--- config.mk ---
export PLATFORM = sky130hd
export DESIGN_NAME = modbus_rtu_response_receiver
export DESIGN_NICKNAME = d
export VERILOG_FILES = /design/src/rtl/mbrx_pkg.sv /design/src/rtl/mbrx_ctl.sv /design/src/rtl/mbrx_dp.sv /design/src/rtl/modbus_rtu_response_receiver.sv
export SDC_FILE = /design/constraint.sdc
export NUM_CORES = 1
export LEC_CHECK = 0
export ABC_AREA = 0
export BUFFER_PORTS_ARGS = -buffer_cell sky130_fd_sc_hd__buf_2
export CAP_MARGIN = 20
export CORE_MARGIN = 2
export CORE_UTILIZATION = 62
export DETAILED_ROUTE_END_ITERATION = 6
export GPL_ROUTABILITY_DRIVEN = 0
export GPL_TIMING_DRIVEN = 0
export PLACE_DENSITY = 0.86
export SYNTH_ARGS = -nofsm -noshare
export SYNTH_HDL_FRONTEND = slang
export SYNTH_HIERARCHICAL = 1
export SYNTH_SLANG_ARGS = --single-unit
--- constraint.sdc ---
create_clock -name clk -period 5.17 [get_ports clk]
set_input_delay 1.551 -clock clk [delete_from_list [all_inputs] [get_ports clk]]
set_output_delay 1.551 -clock clk [all_outputs]
set_load 0.02 [all_outputs]
--- src/rtl/mbrx_pkg.sv ---
// ----------------------------------------------------------------------------
// mbrx_pkg: shared definitions of the Modbus RTU response receiver
// Frame geometry, input and status codes, and the controller/datapath bundles.
// ----------------------------------------------------------------------------
`default_nettype none

package mbrx_pkg;

	localparam int FRAME_BYTES = 32;
	localparam int CNT_W       = $clog2(FRAME_BYTES + 1);
	localparam int ADDR_W      = $clog2(FRAME_BYTES);
	localparam int LEN_W       = 9;
	localparam int MAX_WORDS   = 13;
	localparam int WORD_W      = 4;

	// Frame layout.
	localparam int FIXED_LEN   = 5;
	localparam int DATA_START  = 3;
	localparam int EXC_BIT     = 7;

	localparam logic [15:0] CRC_POLY = 16'hA001;
	localparam logic [15:0] CRC_INIT = 16'hFFFF;
	localparam logic [15:0] TICK_MAX = 16'hFFFF;

	localparam logic [7:0]  SLAVE_ADDR_RST = 8'd1;
	localparam logic [15:0] TIMEOUT_RST    = 16'd100;

	typedef enum logic [1:0] {
		CMD_ARM  = 2'd0,
		CMD_BYTE = 2'd1,
		CMD_TICK = 2'd2,
		CMD_NONE = 2'd3
	} in_cmd_t;

	typedef enum logic [2:0] {
		ST_OK       = 3'd0,
		ST_CRC_ERR  = 3'd1,
		ST_BAD_ADDR = 3'd2,
		ST_EXCEPT   = 3'd3,
		ST_TIMEOUT  = 3'd4,
		ST_OVERFLOW = 3'd5
	} rsp_status_t;

	typedef enum logic {
		REG_SLAVE_ADDR = 1'b0,
		REG_TIMEOUT    = 1'b1
	} cfg_reg_t;

	// Controller to datapath.
	typedef struct packed {
		logic take;
		logic crc_step;
		logic check;
		logic ld_st;
		logic ld_wd;
		logic rd;
		logic rd_lo;
	} ctl_cmd_t;

	// Datapath to controller.
	typedef struct packed {
		logic to_emit;
		logic to_crc;
		logic crc_done;
		logic chk_emit;
		logic out_free;
		logic words_zero;
		logic last_word;
	} dp_sts_t;

endpackage

`default_nettype wire

--- src/rtl/mbrx_ctl.sv ---
// ----------------------------------------------------------------------------
// mbrx_ctl: receiver controller
// Sequences byte intake, the bit-serial CRC update, the frame check and the
// readout of status and register word results.
// ----------------------------------------------------------------------------
`default_nettype none

module mbrx_ctl
	import mbrx_pkg::*;
(
	input  wire logic     clk,
	input  wire logic     arst_n,
	input  wire logic     s_tvalid,
	output logic          s_tready,
	input  wire dp_sts_t  sts,
	output ctl_cmd_t      cmd
);

	typedef enum logic [6:0] {
		S_IDLE    = 7'b0000001,
		S_CRC     = 7'b0000010,
		S_CHECK   = 7'b0000100,
		S_EMIT_ST = 7'b0001000,
		S_RD_HI   = 7'b0010000,
		S_RD_LO   = 7'b0100000,
		S_EMIT_WD = 7'b1000000
	} state_t;

	state_t state_q, state_nx;

	always_comb begin
		state_nx = state_q;
		cmd      = '0;
		s_tready = 1'b0;
		case (state_q)
			S_IDLE: begin
				s_tready = 1'b1;
				cmd.take = s_tvalid;
				if (sts.to_emit) begin
					state_nx = S_EMIT_ST;
				end else if (sts.to_crc) begin
					state_nx = S_CRC;
				end
			end
			S_CRC: begin
				cmd.crc_step = 1'b1;
				if (sts.crc_done) begin
					state_nx = S_CHECK;
				end
			end
			S_CHECK: begin
				cmd.check = 1'b1;
				state_nx  = sts.chk_emit ? S_EMIT_ST : S_IDLE;
			end
			S_EMIT_ST: begin
				if (sts.out_free) begin
					cmd.ld_st = 1'b1;
					state_nx  = sts.words_zero ? S_IDLE : S_RD_HI;
				end
			end
			S_RD_HI: begin
				cmd.rd   = 1'b1;
				state_nx = S_RD_LO;
			end
			S_RD_LO: begin
				cmd.rd    = 1'b1;
				cmd.rd_lo = 1'b1;
				state_nx  = S_EMIT_WD;
			end
			S_EMIT_WD: begin
				if (sts.out_free) begin
					cmd.ld_wd = 1'b1;
					state_nx  = sts.last_word ? S_IDLE : S_RD_HI;
				end
			end
			default: begin
				state_nx = S_IDLE;
			end
		endcase
	end

	always_ff @(posedge clk or negedge arst_n) begin
		if (!arst_n) begin
			state_q <= S_IDLE;
		end else begin
			state_q <= state_nx;
		end
	end

endmodule

`default_nettype wire

--- src/rtl/mbrx_dp.sv ---
// ----------------------------------------------------------------------------
// mbrx_dp: receiver datapath
// Frame store, byte counter, tick timer, delayed bit-serial CRC-16, frame
// checks, configuration registers and the output result register.
// ----------------------------------------------------------------------------
`default_nettype none

module mbrx_dp
	import mbrx_pkg::*;
(
	input  wire logic        clk,
	input  wire logic        arst_n,
	input  wire ctl_cmd_t    cmd,
	output dp_sts_t          sts,
	input  wire logic [1:0]  in_cmd,
	input  wire logic [7:0]  in_byte,
	input  wire logic        cfg_we,
	input  wire logic        cfg_index,
	input  wire logic [15:0] cfg_data,
	output logic             m_tvalid,
	input  wire logic        m_tready,
	output logic [31:0]      m_tdata,
	output logic [0:0]       m_tuser,
	output logic             m_tlast
);

	logic [7:0]        mem [FRAME_BYTES];
	logic [7:0]        slave_addr_q;
	logic [15:0]       timeout_q;
	logic              active_q;
	logic [CNT_W-1:0]  count_q;
	logic [15:0]       elapsed_q;
	logic [7:0]        addr_byte_q, func_q, bcnt_q;
	logic [7:0]        prev1_q, prev2_q;
	logic [15:0]       crc_q;
	logic [2:0]        bit_q;
	logic [2:0]        code_q;
	logic [7:0]        exc_q;
	logic [WORD_W-1:0] words_q, widx_q;
	logic [7:0]        rd_q, hi_q;
	logic              out_valid_q, out_isreg_q, out_last_q;
	logic [2:0]        out_status_q;
	logic [7:0]        out_exc_q;
	logic [WORD_W-1:0] out_idx_q;
	logic [15:0]       out_val_q;

	logic              is_arm, is_byte, is_tick;
	logic              full, fold;
	logic [15:0]       elapsed_nx;
	logic              tick_hit, arm_ok;
	logic              exc, have_len, too_long, done;
	logic [LEN_W-1:0]  expected, count_ext;
	logic [CNT_W-1:0]  words_raw;
	logic [WORD_W-1:0] words_nx;
	logic [2:0]        chk_code;
	logic [ADDR_W-1:0] rd_addr;

	assign is_arm  = cmd.take && (in_cmd == CMD_ARM);
	assign is_byte = cmd.take && (in_cmd == CMD_BYTE) && active_q;
	assign is_tick = cmd.take && (in_cmd == CMD_TICK) && active_q;
	assign full    = (count_q == CNT_W'(FRAME_BYTES));
	// The CRC runs two bytes behind the store so that it never covers the
	// trailing CRC field, whatever length the frame turns out to have.
	assign fold    = (count_q >= CNT_W'(2));

	assign elapsed_nx = (elapsed_q == TICK_MAX) ? TICK_MAX : elapsed_q + 16'd1;
	assign tick_hit   = (elapsed_nx >= timeout_q);
	assign arm_ok     = !(active_q && (elapsed_q < timeout_q));

	assign exc       = func_q[EXC_BIT];
	assign count_ext = LEN_W'(count_q);
	assign have_len  = exc || (count_q >= CNT_W'(DATA_START));
	assign too_long  = !exc && (count_q >= CNT_W'(DATA_START)) &&
		((LEN_W'(bcnt_q) + LEN_W'(FIXED_LEN)) > LEN_W'(FRAME_BYTES));
	assign expected  = exc ? LEN_W'(FIXED_LEN) : LEN_W'(bcnt_q) + LEN_W'(FIXED_LEN);
	assign done      = have_len && !too_long && (count_ext >= expected);
	assign words_raw = (count_q - CNT_W'(FIXED_LEN)) >> 1;
	assign words_nx  = (words_raw > CNT_W'(MAX_WORDS)) ? WORD_W'(MAX_WORDS)
		: WORD_W'(words_raw);

	always_comb begin
		if (too_long) begin
			chk_code = ST_OVERFLOW;
		end else if (crc_q != {prev1_q, prev2_q}) begin
			chk_code = ST_CRC_ERR;
		end else if (addr_byte_q != slave_addr_q) begin
			chk_code = ST_BAD_ADDR;
		end else if (exc) begin
			chk_code = ST_EXCEPT;
		end else begin
			chk_code = ST_OK;
		end
	end

	assign rd_addr = ADDR_W'(DATA_START) + ADDR_W'({widx_q, 1'b0}) + ADDR_W'(cmd.rd_lo);

	assign sts.to_emit    = (is_tick && tick_hit) || (is_byte && full);
	assign sts.to_crc     = is_byte && !full && fold;
	assign sts.crc_done   = (bit_q == 3'd7);
	assign sts.chk_emit   = too_long || done;
	assign sts.out_free   = !out_valid_q || m_tready;
	assign sts.words_zero = (words_q == '0);
	assign sts.last_word  = ((widx_q + WORD_W'(1)) == words_q);

	// Configuration.
	always_ff @(posedge clk or negedge arst_n) begin
		if (!arst_n) begin
			slave_addr_q <= SLAVE_ADDR_RST;
			timeout_q    <= TIMEOUT_RST;
		end else if (cfg_we) begin
			if (cfg_index == REG_SLAVE_ADDR) begin
				slave_addr_q <= cfg_data[7:0];
			end else begin
				timeout_q <= cfg_data;
			end
		end
	end

	// Read state, byte counter and timer.
	always_ff @(posedge clk or negedge arst_n) begin
		if (!arst_n) begin
			active_q  <= 1'b0;
			count_q   <= '0;
			elapsed_q <= '0;
			bit_q     <= '0;
			widx_q    <= '0;
		end else begin
			if (is_arm && arm_ok) begin
				active_q  <= 1'b1;
				count_q   <= '0;
				elapsed_q <= '0;
			end
			if (is_tick) begin
				elapsed_q <= elapsed_nx;
				if (tick_hit) begin
					active_q <= 1'b0;
				end
			end
			if (is_byte) begin
				if (full) begin
					active_q <= 1'b0;
					count_q  <= '0;
				end else begin
					count_q <= count_q + CNT_W'(1);
				end
			end
			if (cmd.check && sts.chk_emit) begin
				active_q <= 1'b0;
				if (too_long) begin
					count_q <= '0;
				end
			end
			if (cmd.take) begin
				bit_q <= '0;
			end else if (cmd.crc_step) begin
				bit_q <= bit_q + 3'd1;
			end
			if (cmd.ld_st) begin
				widx_q <= '0;
			end else if (cmd.ld_wd) begin
				widx_q <= widx_q + WORD_W'(1);
			end
		end
	end

	// Frame bytes, CRC and result fields.
	always_ff @(posedge clk) begin
		if (is_arm && arm_ok) begin
			crc_q <= CRC_INIT;
		end
		if (is_byte && !full) begin
			mem[count_q[ADDR_W-1:0]] <= in_byte;
			prev1_q <= in_byte;
			prev2_q <= prev1_q;
			if (fold) begin
				crc_q <= crc_q ^ {8'h00, prev2_q};
			end
			if (count_q == CNT_W'(0)) begin
				addr_byte_q <= in_byte;
			end
			if (count_q == CNT_W'(1)) begin
				func_q <= in_byte;
			end
			if (count_q == CNT_W'(2)) begin
				bcnt_q <= in_byte;
			end
		end
		if (cmd.crc_step) begin
			crc_q <= crc_q[0] ? ((crc_q >> 1) ^ CRC_POLY) : (crc_q >> 1);
		end
		if (sts.to_emit) begin
			code_q  <= (is_tick) ? ST_TIMEOUT : ST_OVERFLOW;
			exc_q   <= '0;
			words_q <= '0;
		end
		if (cmd.check && sts.chk_emit) begin
			code_q  <= chk_code;
			exc_q   <= (chk_code == ST_EXCEPT) ? bcnt_q : 8'h00;
			words_q <= (chk_code == ST_OK) ? words_nx : '0;
		end
		if (cmd.rd) begin
			rd_q <= mem[rd_addr];
		end
		if (cmd.rd_lo) begin
			hi_q <= rd_q;
		end
		if (cmd.ld_st) begin
			out_isreg_q  <= 1'b0;
			out_status_q <= code_q;
			out_exc_q    <= exc_q;
			out_idx_q    <= '0;
			out_val_q    <= '0;
			out_last_q   <= (words_q == '0);
		end else if (cmd.ld_wd) begin
			out_isreg_q  <= 1'b1;
			out_status_q <= ST_OK;
			out_exc_q    <= '0;
			out_idx_q    <= widx_q;
			out_val_q    <= {hi_q, rd_q};
			out_last_q   <= sts.last_word;
		end
	end

	always_ff @(posedge clk or negedge arst_n) begin
		if (!arst_n) begin
			out_valid_q <= 1'b0;
		end else if (cmd.ld_st || cmd.ld_wd) begin
			out_valid_q <= 1'b1;
		end else if (m_tready) begin
			out_valid_q <= 1'b0;
		end
	end

	assign m_tvalid = out_valid_q;
	assign m_tdata  = {1'b0, out_val_q, out_idx_q, out_exc_q, out_status_q};
	assign m_tuser  = out_isreg_q;
	assign m_tlast  = out_last_q;

	a_no_overwrite: assert property (@(posedge clk) disable iff (!arst_n)
		(out_valid_q && !m_tready) |-> !(cmd.ld_st || cmd.ld_wd))
		else $error("result register loaded while a beat is stalled");

	a_count_bound: assert property (@(posedge clk) disable iff (!arst_n)
		count_q <= CNT_W'(FRAME_BYTES))
		else $error("byte counter beyond frame store");

	a_end_of_read: assert property (@(posedge clk) disable iff (!arst_n)
		(cmd.check && sts.chk_emit) |=> !active_q)
		else $error("read still active after frame completed");

	a_word_range: assert property (@(posedge clk) disable iff (!arst_n)
		cmd.ld_wd |-> (widx_q < words_q))
		else $error("register word index past word count");

endmodule

`default_nettype wire

--- src/rtl/modbus_rtu_response_receiver.sv ---
// ----------------------------------------------------------------------------
// modbus_rtu_response_receiver: Modbus RTU response frame receiver
// Collects a response frame after an arm beat, checks CRC-16 and address,
// and returns a status result followed by the register words.
// ----------------------------------------------------------------------------
//  channel  direction  payload
//  s_*      in         tuser: cmd; tdata: rx_byte
//  m_*      out        tuser: is_register; tdata: status, exception_code,
//                      reg_index, reg_value; tlast: last
//  cfg_*    in         index 0 slave_address, index 1 timeout_ticks
//
// An arm, an ignored beat or a tick that does not time out is only taken.
// A received byte is taken and, from the third byte on, then passes the
// bit-serial CRC update that folds one bit per cycle, and then the frame
// check. A beat that ends the read then loads the status beat, and each
// register word is then read as its high byte and its low byte and loaded.
// Reset clears the read state and loads the register reset values; the
// frame store is not cleared. A stalled result beat holds the block in its
// readout, while a single result waits without blocking further input.
// ----------------------------------------------------------------------------
`default_nettype none

module modbus_rtu_response_receiver
	import mbrx_pkg::*;
(
	input  wire logic        clk,
	input  wire logic        arst_n,
	input  wire logic        s_tvalid,
	output logic             s_tready,
	input  wire logic [7:0]  s_tdata,   // [7:0] rx_byte
	input  wire logic [1:0]  s_tuser,   // [1:0] cmd
	output logic             m_tvalid,
	input  wire logic        m_tready,
	output logic [31:0]      m_tdata,   // [2:0] status, [10:3] exception_code,
	                                    // [14:11] reg_index, [30:15] reg_value
	output logic [0:0]       m_tuser,   // [0] is_register
	output logic             m_tlast,
	input  wire logic        cfg_we,
	input  wire logic        cfg_index,
	input  wire logic [15:0] cfg_data
);

	ctl_cmd_t cmd;
	dp_sts_t  sts;

	mbrx_ctl u_ctl (
		.clk      (clk),
		.arst_n   (arst_n),
		.s_tvalid (s_tvalid),
		.s_tready (s_tready),
		.sts      (sts),
		.cmd      (cmd)
	);

	mbrx_dp u_dp (
		.clk       (clk),
		.arst_n    (arst_n),
		.cmd       (cmd),
		.sts       (sts),
		.in_cmd    (s_tuser),
		.in_byte   (s_tdata),
		.cfg_we    (cfg_we),
		.cfg_index (cfg_index),
		.cfg_data  (cfg_data),
		.m_tvalid  (m_tvalid),
		.m_tready  (m_tready),
		.m_tdata   (m_tdata),
		.m_tuser   (m_tuser),
		.m_tlast   (m_tlast)
	);

endmodule

`default_nettype wire

Word level (Yosys, flattened, before mapping)

Memories as Yosys holds them, arrays and structs flattened. A register that Yosys moved wholly into a read port is not among the register bits.
Cells that the tools add are included.

Magnitude comparators: 7
Multiplexer cells: 66
Reduce and logical (&&, ||, !) cells: 42
Bitwise operators: 3
Equality and inequality tests: 22
Add/sub/neg operators: 8

Operators by type and width:

| operator                                                       | number |
|---|---|
| 2-to-1 mux 16 bit                                              | 8 |
| case mux 7 bit (7 select lines)                                | 1 |
| 2-to-1 mux 8 bit                                               | 5 |
| 2-to-1 mux 7 bit                                               | 5 |
| 2-to-1 mux 6 bit                                               | 5 |
| 2-to-1 mux 4 bit                                               | 7 |
| 2-to-1 mux 1 bit                                               | 22 |
| 2-to-1 mux 3 bit                                               | 7 |
| adder 16 x 1 -> 16 bit (second input constant)                 | 1 |
| == test 16 bit (second input constant)                         | 1 |
| >= comparator 16 bit                                           | 1 |
| logical AND 1 bit                                              | 16 |
| < comparator 16 bit                                            | 1 |
| != test 16 bit                                                 | 1 |
| bitwise XOR 16 x 8 -> 16 bit                                   | 1 |
| >= comparator 6 x 2 -> 1 bit (second input constant)           | 2 |
| 2-to-1 mux 5 bit                                               | 2 |
| AND reduction 2 bit                                            | 5 |
| nonzero test 2 bit                                             | 5 |
| adder 8 x 3 -> 9 bit (second input constant)                   | 1 |
| >= comparator 6 x 9 -> 1 bit                                   | 1 |
| greater-than comparator 9 x 6 -> 1 bit (second input constant) | 1 |
| 2-to-1 mux 9 bit                                               | 1 |
| != test 8 bit                                                  | 1 |
| other kinds (35)                                               | 47 |

Input bits: 32
Output and inout port bits: 36
Memories: 1
Flip-flop bits (word level): 174
RAM bits: 256

Memory list:

| memory   | depth | width | rd ports | clocked after Yosys merged registers in | write ports | line          | source |
|---|---|---|---|---|---|---|---|
| u_dp.mem | 32    | 8     | 1        | 1                                       | 1           | mbrx_dp.sv:27 | `logic [7:0] mem [FRAME_BYTES];` |

Depth between registers and ports, before layout

Depth in word-level cells: 10
Depth in mapped cells: 16
Depth with buffers taken out: 15

By module

The synthesis kept the hierarchy.

Modules (own cells, without submodules):

| module   | cells each | instances | area an instance (µm²) |
|---|---|---|---|
| mbrx_dp  | 1,153      | 1         | 18,475.2 |
| mbrx_ctl | 63         | 1         | 568.0 |

Worst setup path after synthesis

No wires, ideal clock.

Kind: input to register
Start point: input port s_tvalid
End point: memory u_dp.mem[27][0] (enable)
Path slack: 0.989 ns
Cell stages on the path: 5
Data required time: 4.787 ns
Library setup time: 0.383 ns
Data arrival time: 3.798 ns
Buffers on the path: 0
Cells stage by stage: and3_1 > nand4b_1 > nor2_1 > nand2_1 > nor3_1

Word-level cells in the longest chain between the ends: 6

Ends and longest elaborated chain:

| what                                   | line                               | source |
|---|---|---|
| start: declaration                     | modbus_rtu_response_receiver.sv:28 | `input wire logic s_tvalid,` |
| 2-to-1 mux 1 bit                       | mbrx_ctl.sv:35                     | `case (state_q)` |
| logical AND 1 bit (2 in a row)         | mbrx_dp.sv:59                      | `assign is_byte = cmd.take && (in_cmd == CMD_BYTE) && active_q;` |
| logical AND 1 bit                      | mbrx_dp.sv:171                     | `if (is_byte && !full) begin` |
| 2-to-1 mux 1 bit                       | mbrx_dp.sv:171                     |  |
| 2-to-1 mux 1 bit (implied by the code) | mbrx_dp.sv:172                     | `mem[count_q[ADDR_W-1:0]] <= in_byte;` |
| end: declaration                       | mbrx_dp.sv:27                      |  |

Every way passes these cells.

==> flow_metrics.tcl <==
set metrics [dict create \
    status "complete, no violations" \
    tritoncts "built" \
    drc 0 \
    ctsRootBufferMaster "clkbuf_16" \
    met2_usage_pct 47.7 \
    reg2reg_slack_ns 0.23 \
    synth-edff-count 340 \
    setup.worst_path.class "reg2reg" \
    std_cell_rows 64 \
    grt_overflow 0 \
    syn_inst 1216 \
    grt_pass1_vias 11724 \
    start_kind "register" \
    antenna_found_initial 1 \
    ys.flop_type "edfxtp_1" \
    fp.dieW_um 179 \
    fin_util_pct 70.2 \
    setup_viol 0 \
    drive_above_1_share_pct 22.9 \
    ys_seq_area_share_pct 64.8 \
    powerDensity_mw_per_mm2 387 \
    cts_setup_buffers 0 \
    slew_viol_final 0 \
    grt_usage_pct 29.9 \
    period_share_pct 95.5 \
    fp.dieH_um 179 \
    power_mw 8.26 \
    ys_ff_latch 431 \
    peakVddDrop_v 0.000226 \
    grt-busiest-layer "met2" \
    synthTopCellsByArea "edfxtp_1 (54%), mux4_2 (8.8%), dfrtp_1 (7.5%)" \
    synth_common_cells "edfxtp_1 (340), nor2_1 (95), mux4_2 (74)" \
    area_delta_synth_final_pct 12.2 \
    end_kind "register" \
    syn_nets 1298 \
    synth.avg_cell_area_um2 15.7 \
    fill_cells 1835 \
    fin_crit_ns 4.94 \
    async_reset_ff_share_pct 14.4 \
    worst_ep_arrival_time_ns 5.22 \
    start_util_pct 62.6 \
    core_area_mm2 0.0304 \
    synth_most_common_cell "edfxtp_1" \
    clock-sinks 431 \
    n_antenna_cell 0 \
    clk_pin_slew_ns 0.06 \
    met1_usage_pct 40.0 \
    numCtsBuffers 42 \
    use_met3_pct 6.36 \
    fin_nets 1414 \
    dpl.hpwl_um 28800 \
    max_cap_violations 0 \
    grt_start_max_net_pins 63 \
    grt_first_pass_wirelength_um 70700 \
    relSlewSlack_pct 22.6 \
    leakagePower_nw 7.61 \
    portBuffers 66 \
    fin_worst_skew_ns 0.0169 \
    io_pins 68 \
    finalHoldViolCount 0 \
    first_iter_violations 1553 \
    netlist_area_mm2 0.0190 \
    yosys.area.top_type "edfxtp_1" \
    required_ns 5.45 \
    rsz0062_at_grt "no" \
    cts_max_level 2 \
    clk_latency_ns 0.55 \
    worst-slew-pin-transition_ns 1.16 \
    ys_types 91 \
    critPathMaxFanout 11 \
    fmax_mhz 203 \
    drtPass1Iterations 7 \
    yosysTopAreaCellShare_pct 53.6 \
    die_area_mm2 0.0321 \
    routedWlPerCell_um 26.7 \
    ant_nets 0 \
    drt_wl_total_um 46900 \
    cts.path.max_buffers 3 \
    num_vias 11985 \
    via_per_inst 6.81 \
    hp-class "reg2reg" \
    yosys_warnings 6 \
]
[final cells by class]
class	count	area, µm²	area share (%)
plain buffers	59	303	1.42
clock buffers	49	1140	5.33
clock inverters	28	298	1.39
inverters	33	124	0.580
multi-input cells	693	6280	29.4
flip-flops and latches	431	12300	57.8
well taps	396	495	2.32
repair buffers	72	380	1.78
[worst max-delay path, cell delays in order (launching register included)]
cell	delay [ns]
dfrtp_1	0.36
clkbuf_2	0.17
nor4_2	0.44
and3_2	0.47
buf_6	0.23
buf_4	0.28
inv_1	0.12
ha_1	0.29
clkbuf_1	0.52
clkbuf_2	0.49
mux4_2	0.42
mux4_2	0.55
mux2_2	0.33
[path summary, 6_finish.rpt]
check	startpoint	endpoint	cells after the start
worst max-delay path	u_ctl/state_q[2]	u_dp/rd_q[5]	12
worst min-delay path	u_dp/rd_q[4]	u_dp/hi_q[4]	0
worst max register to register	u_ctl/state_q[2]	u_dp/rd_q[5]	12
worst min register to register	u_dp/rd_q[4]	u_dp/hi_q[4]	0
max in group asynchronous	arst_n	u_dp/bit_q[2]	1
min in group asynchronous	arst_n	u_dp/timeout_q[9]	1
[placed cells by master (no fill, tap or decap), types with 8 or more instances in the layout]
cell type	synthesis	final
edfxtp_1	340	340
nor2_1	95	94
buf_2	9	76
mux4_2	74	74
dfrtp_1	57	57
ha_1	50	50
nand2_1	48	48
clkbuf_16	0	43
xor2_1	34	34
mux2_2	34	34
clkbuf_1	37	33
inv_1	32	32
dfxtp_1	29	29
a21oi_1	26	26
nand2b_1	24	24
mux2i_1	24	24
xnor2_1	23	23
nand3_1	20	20
and2_1	20	20
o21ai_0	18	18
nor3_1	17	17
a31oi_1	12	12
and3_1	11	11
a211oi_1	10	10
nor4_1	11	10
clkinv_2	0	9
buf_4	5	9
o311a_1	9	9
clkinv_1	0	8
clkbuf_2	2	8
a21o_1	8	8
o31ai_1	8	8
[state kept, by name, summed over array words and instances, names as in the netlist, 8 cells and up]
signal	count
u_dp/slave_addr_q	8
u_dp/rd_q	8
u_dp/prev1_q	8
u_dp/bcnt_q	8
u_dp/crc_q	16
u_dp/prev2_q	8
u_dp/out_exc_q	8
u_dp/out_val_q	16
u_dp/hi_q	8
u_dp/timeout_q	16
u_dp/mem	256
u_dp/exc_q	8
u_dp/elapsed_q	16
u_dp/addr_byte_q	8
[power breakdown]
group / internal, mW / total (mW) / switching, mW
clock network: 1.88 / 3.18 / 1.30
logic: 0.394 / 1.01 / 0.615
registers: 3.91 / 4.08 / 0.164
total: 6.19 / 8.26 / 2.08
[routing by layer]
layer	part of all wire (%)	wire length, µm
met3	11	5310
met4	5.6	2630
met2	47	22000
met5	0.019	9
met1	36	17000
[cells by family (layout without fill, tap and decap cells)]
logic type,after synthesis,count (layout),share of synthesized area [%]
other cells,1,1,0.0197
fa+ha+maj,50,50,3.29
buf+inv,92,241,2.20
flops,431,431,64.8
xor+xnor,57,57,2.62
compound gates,142,142,5.58
simple gates,305,305,8.60
mux,138,138,12.9
[through the flow]
| stage | TNS, ns | setup WS [ns] | std cells | area [µm²] | hold slack [ns] |
|---|---|---|---|---|---|
| after floorplan | 0 | 0.989 | 1216 | 19000 | 0.426 |
| after global placement | -4.83 | -0.304 | 1678 | 19900 | 0.431 |
| after detailed placement | -0.283 | -0.0785 | 1683 | 19900 | 0.434 |
| after CTS | 0 | 0.117 | 1760 | 21400 | 0.451 |
| after global routing | 0 | 0.0855 | 1761 | 21400 | 0.467 |
| final | 0 | 0.233 | 1761 | 21400 | 0.452 |
[repair_timing]
action | 4_1_cts | 5_1_grt
endpoints found under the setup margin | 8 | 8
gates resized for setup | 6 | 1
endpoints found under the hold margin | 0 | 0
hold buffers | 0 | 0
Power figures use the tool's default switching activity.
